==> config.mk <==
export PLATFORM = sky130hd
export DESIGN_NAME = bbf_ctrl
export DESIGN_NICKNAME = d
export VERILOG_FILES = /design/src/sv/bbf_pkg.sv /design/src/sv/bbf_ctrl.sv
export SDC_FILE = /design/constraint.sdc
export NUM_CORES = 1
export LEC_CHECK = 0
export ABC_CLOCK_PERIOD_IN_PS = 1500
export CAP_MARGIN = 20
export CORE_AREA = 4 4 41 43
export DETAILED_ROUTE_END_ITERATION = 10
export DIE_AREA = 0 0 45 47
export DONT_BUFFER_PORTS = 1
export GPL_TIMING_DRIVEN = 0
export REMOVE_ABC_BUFFERS = 1
export SLEW_MARGIN = 5
export SYNTH_ARGS = -nofsm -noshare
export SYNTH_HDL_FRONTEND = slang
export SYNTH_SLANG_ARGS = --single-unit
export TNS_END_PERCENT = 30
==> constraint.sdc <==
create_clock -name clk -period 1.5 [get_ports clk]
set_clock_uncertainty 0.05 [all_clocks]
set_input_delay 0.15 -clock clk [delete_from_list [all_inputs] [get_ports clk]]
set_output_delay 0.15 -clock clk [all_outputs]
set_load 0.01 [all_outputs]
==> src/sv/bbf_pkg.sv <==
// Shared types and codes for the bounded byte FIFO.
package bbf_pkg;

  localparam int FIELD_W = 13;
  localparam int TOTAL_W = 64;

  typedef enum logic [1:0] {
    ACT_PUSH  = 2'd0,
    ACT_POP   = 2'd1,
    ACT_CLOSE = 2'd2,
    ACT_NONE  = 2'd3
  } action_t;

  typedef enum logic [1:0] {
    ST_DONE   = 2'd0,
    ST_FULL   = 2'd1,
    ST_CLOSED = 2'd2
  } status_t;

  typedef struct packed {
    logic capture;
    logic exec;
    logic read;
  } bbf_cmd_t;

endpackage

==> src/sv/bbf_ctrl.sv <==
// Request sequencer for the bounded byte FIFO.
module bbf_ctrl
  import bbf_pkg::*;
(
  input  logic     clk,
  input  logic     rst,
  input  logic     in_valid,
  output logic     in_ready,
  output logic     out_valid,
  input  logic     out_ready,
  output bbf_cmd_t cmd
);

  typedef enum logic [3:0] {
    S_IDLE = 4'b0001,
    S_EXEC = 4'b0010,
    S_READ = 4'b0100,
    S_RESP = 4'b1000
  } state_t;

  state_t state;
  state_t state_next;

  always_comb begin
    state_next = state;
    case (state)
      S_IDLE: begin
        if (in_valid) state_next = S_EXEC;
      end
      S_EXEC: state_next = S_READ;
      S_READ: state_next = S_RESP;
      S_RESP: begin
        if (out_ready) state_next = S_IDLE;
      end
      default: state_next = S_IDLE;
    endcase
  end

  always_ff @(posedge clk) begin
    if (rst) begin
      state <= S_IDLE;
    end else begin
      state <= state_next;
    end
  end

  assign in_ready    = (state == S_IDLE);
  assign out_valid   = (state == S_RESP);
  assign cmd.capture = in_valid && (state == S_IDLE);
  assign cmd.exec    = (state == S_EXEC);
  assign cmd.read    = (state == S_READ);

endmodule

==> impl_metrics.tcl <==
set metrics [dict create \
    outcome "finished clean" \
    cp-start-kind "flop" \
    yosysSeqAreaShare_pct 33.33 \
    grt_max_degree 8 \
    synth_common_cells "4 x dfxtp_1, 3 x nor3_1, 2 x buf_4, 2 x nand2b_1" \
    cp_slowest_cell "nor4b_4" \
    yosys.area.top_type "dfxtp_1" \
    cts.reportedPaths.clkPinSlew_ps 40 \
    area_delta_synth_final_pct 14.06 \
    synthXorXnorAreaFrac_pct 3.646 \
    dp_hpwl_um 386.9 \
    seq_power_share_pct 42.5 \
    reg_top3 "state: 4 flops" \
    worst_pin_slew_ps 487.7 \
    timing.fmax_mhz 700.4 \
    ys_seq_elements 4 \
    hold_viol 0 \
    min_path_type "input port to flop" \
    finalWirelength_um 521 \
    slew_violations 0 \
    wl_per_cell_um 13.03 \
    core_sq_mm 0.001301 \
    utilization_pct 21.06 \
    worst_path_largest_cell_delay_ps 390 \
    syn_area_per_cell_sq_um 10.01 \
    reg2reg_to "state[0]$_SDFFE_PP1P_" \
    sw_frac_of_total_pct 25.70 \
    pre_cts_ws_ps 58.19 \
    die_area_sq_mm 0.002115 \
    ys.flop_type "dfxtp_1" \
    seq_area_sq_um 82.58 \
    start_util_pct 18.46 \
    r2r_slack_ps 210 \
    ys_types 17 \
    grt_pass1_wl_um 793 \
    r2r-start "state[2]$_SDFFE_PP0P_" \
    die_h_um 47 \
    fillCellCount 152 \
    post-route-drc-count 0 \
    synth_top_area_share_pct 33.33 \
    power_density_mw_per_mm2 1148 \
    fp.dieW_um 45 \
    period_needed_ps 1428 \
    cts_tree "done" \
    io_pins 9 \
    clock-sinks 4 \
    final.setup.tns_ps 0 \
    synth_top_family_by_area "simple AND/OR/NAND/NOR gates" \
    synth_compound_area_share_pct 7.292 \
    slew_headroom_pct 67.24 \
    crit_path_end_kind "primary output" \
    grt-ovfl-total 0 \
    synth_area_leaders "dfxtp_1 33%, nor4b_4 9.9%, nor3_1 6.3%" \
    path_cells "nor4b_4 -> and2_4" \
    cp_data_arrival_time_ps 1230 \
    layout-drive-gt1-share_pct 36.00 \
    synth_most_common_cell "dfxtp_1" \
    whs_path_depth 3 \
    fp-row-count 13 \
    synth_warnings 0 \
    synth-adder-area-share_pct 0 \
    holdPathEnd "state[0]$_SDFFE_PP1P_" \
    p_comb_share_pct 16.2 \
    power.leakage_nw 0.09847 \
    setup_violations 0 \
    antenna_violating_nets_post_route 0 \
    worst_hold_slack_ps 55.67 \
    yosys.area_share.simple_pct 43.23 \
    synthesis.area_sq_um 240.2 \
    critPathKind "flop to primary output" \
    synth_enable_flop_cells 0 \
    htree_levels 1 \
    drv_cap 0 \
    grt.total_usage_pct 5.924 \
    p_switching_mw 0.08083 \
    clk_latency_ps 230 \
    via_count 179 \
    grt_antenna_before_repair 0 \
    multiInputGateArea_sq_um 136.4 \
    async_reset_ff_share_pct 0 \
    clkPwrFrac_pct 41.2 \
    first_iter_violations 0 \
    vias_per_cell 4.475 \
    numCtsBuffers 3 \
    clock_path_buffers 2 \
    cp_max_fo 5 \
    reg2reg_depth 3 \
    firstDrtPassIters 1 \
    cts-root-buf "clkbuf_4" \
    fin_crit_sh_pct 95.19 \
    p_int_mw 0.2337 \
    peakVddDrop_uv 318.2 \
    syn_inst 24 \
    layout.nets 31 \
    port_buffers 0 \
    worst-endpoint-required_ps 1300 \
    rsz0062_at_grt "no" \
    top_register "state" \
    antenna-diode-count 0 \
    fin_ws_ps 72.14 \
    gp_congestion 0.7065 \
    muxShareOfSynthArea_pct 0 \
    min_from "in_valid" \
    grt_pass1_vias 188 \
    largest_reg_flops 4 \
]
-- placed cells by master (no fill, tap or decap), drive strengths merged --
cell         n
a21oi        1
and2         1
and2b        1
clkbuf       3
dfxtp        4
dlygate4sd3  1
inv          1
nand2b       2
nor2b        1
nor3         3
nor4         1
nor4b        3
o21ai        1
o31ai        1
xnor2        1
-- through the flow --
stage               power [mW]  area (sq um)  std cells
floorplan               0.1717         214.0         21
detailed placement      0.1811         232.7         36
global placement        0.1799         232.7         36
global route            0.3387         274.0         40
finish                  0.3145         274.0         40
CTS                     0.3254         272.8         40
-- layer usage --
layer,vias up,track usage (%),wire (um)
met5,-,0,0
met4,0,8.772,14
met3,2,1.149,43
met2,8,8.475,242
met1,82,6.136,219
li1,87,-,-
-- cell families after synthesis --
family	after synthesis
simple gates	12
compound gates	3
buf+inv	4
flops	4
xor+xnor	1
-- repair_timing --
item | CTS | global route
hold endpoints to repair | 3 | 0
hold buffers | 1 | 0
pin swaps | 0 | 2
gates resized for setup | 2 | 1
endpoints found under the setup margin | 2 | 1
setup buffers | 0 | 0
-- layout make-up --
cell class | instances | area share [%]
multi-input combinational | 16 | 49.77
clock buffer | 3 | 8.219
sequential | 4 | 30.14
tap | 15 | 6.849
inverter | 1 | 1.370
timing repair buffer | 1 | 3.653
-- power by group through the flow --
stage	clock network, mW	registers [mW]	logic (mW)
final	0.130	0.134	0.0510
after CTS	0.140	0.133	0.0521
after global routing	0.148	0.136	0.0549
after detailed placement	0	0.133	0.0479
after floorplan	0	0.129	0.0424
after global placement	0	0.132	0.0476
-- critical path: cells and delay by family (launching register included) --
family           cells  cell delay [ps]
flip-flops           1              360
AND/OR/NAND/NOR      2              630
-- worst max-delay path by stage --
stage                                startpoint               endpoint  cells past startpoint
after floorplan           state[1]$_SDFFE_PP0P_  state[2]$_SDFFE_PP0P_                      2
after global placement    state[1]$_SDFFE_PP0P_  state[2]$_SDFFE_PP0P_                      2
after detailed placement  state[1]$_SDFFE_PP0P_  state[2]$_SDFFE_PP0P_                      2
after CTS                 state[2]$_SDFFE_PP0P_                 cmd[2]                      2
after global routing      state[0]$_SDFFE_PP1P_                 cmd[2]                      2
final                     state[2]$_SDFFE_PP0P_                 cmd[2]                      2
Power figures use the tool's default switching activity.
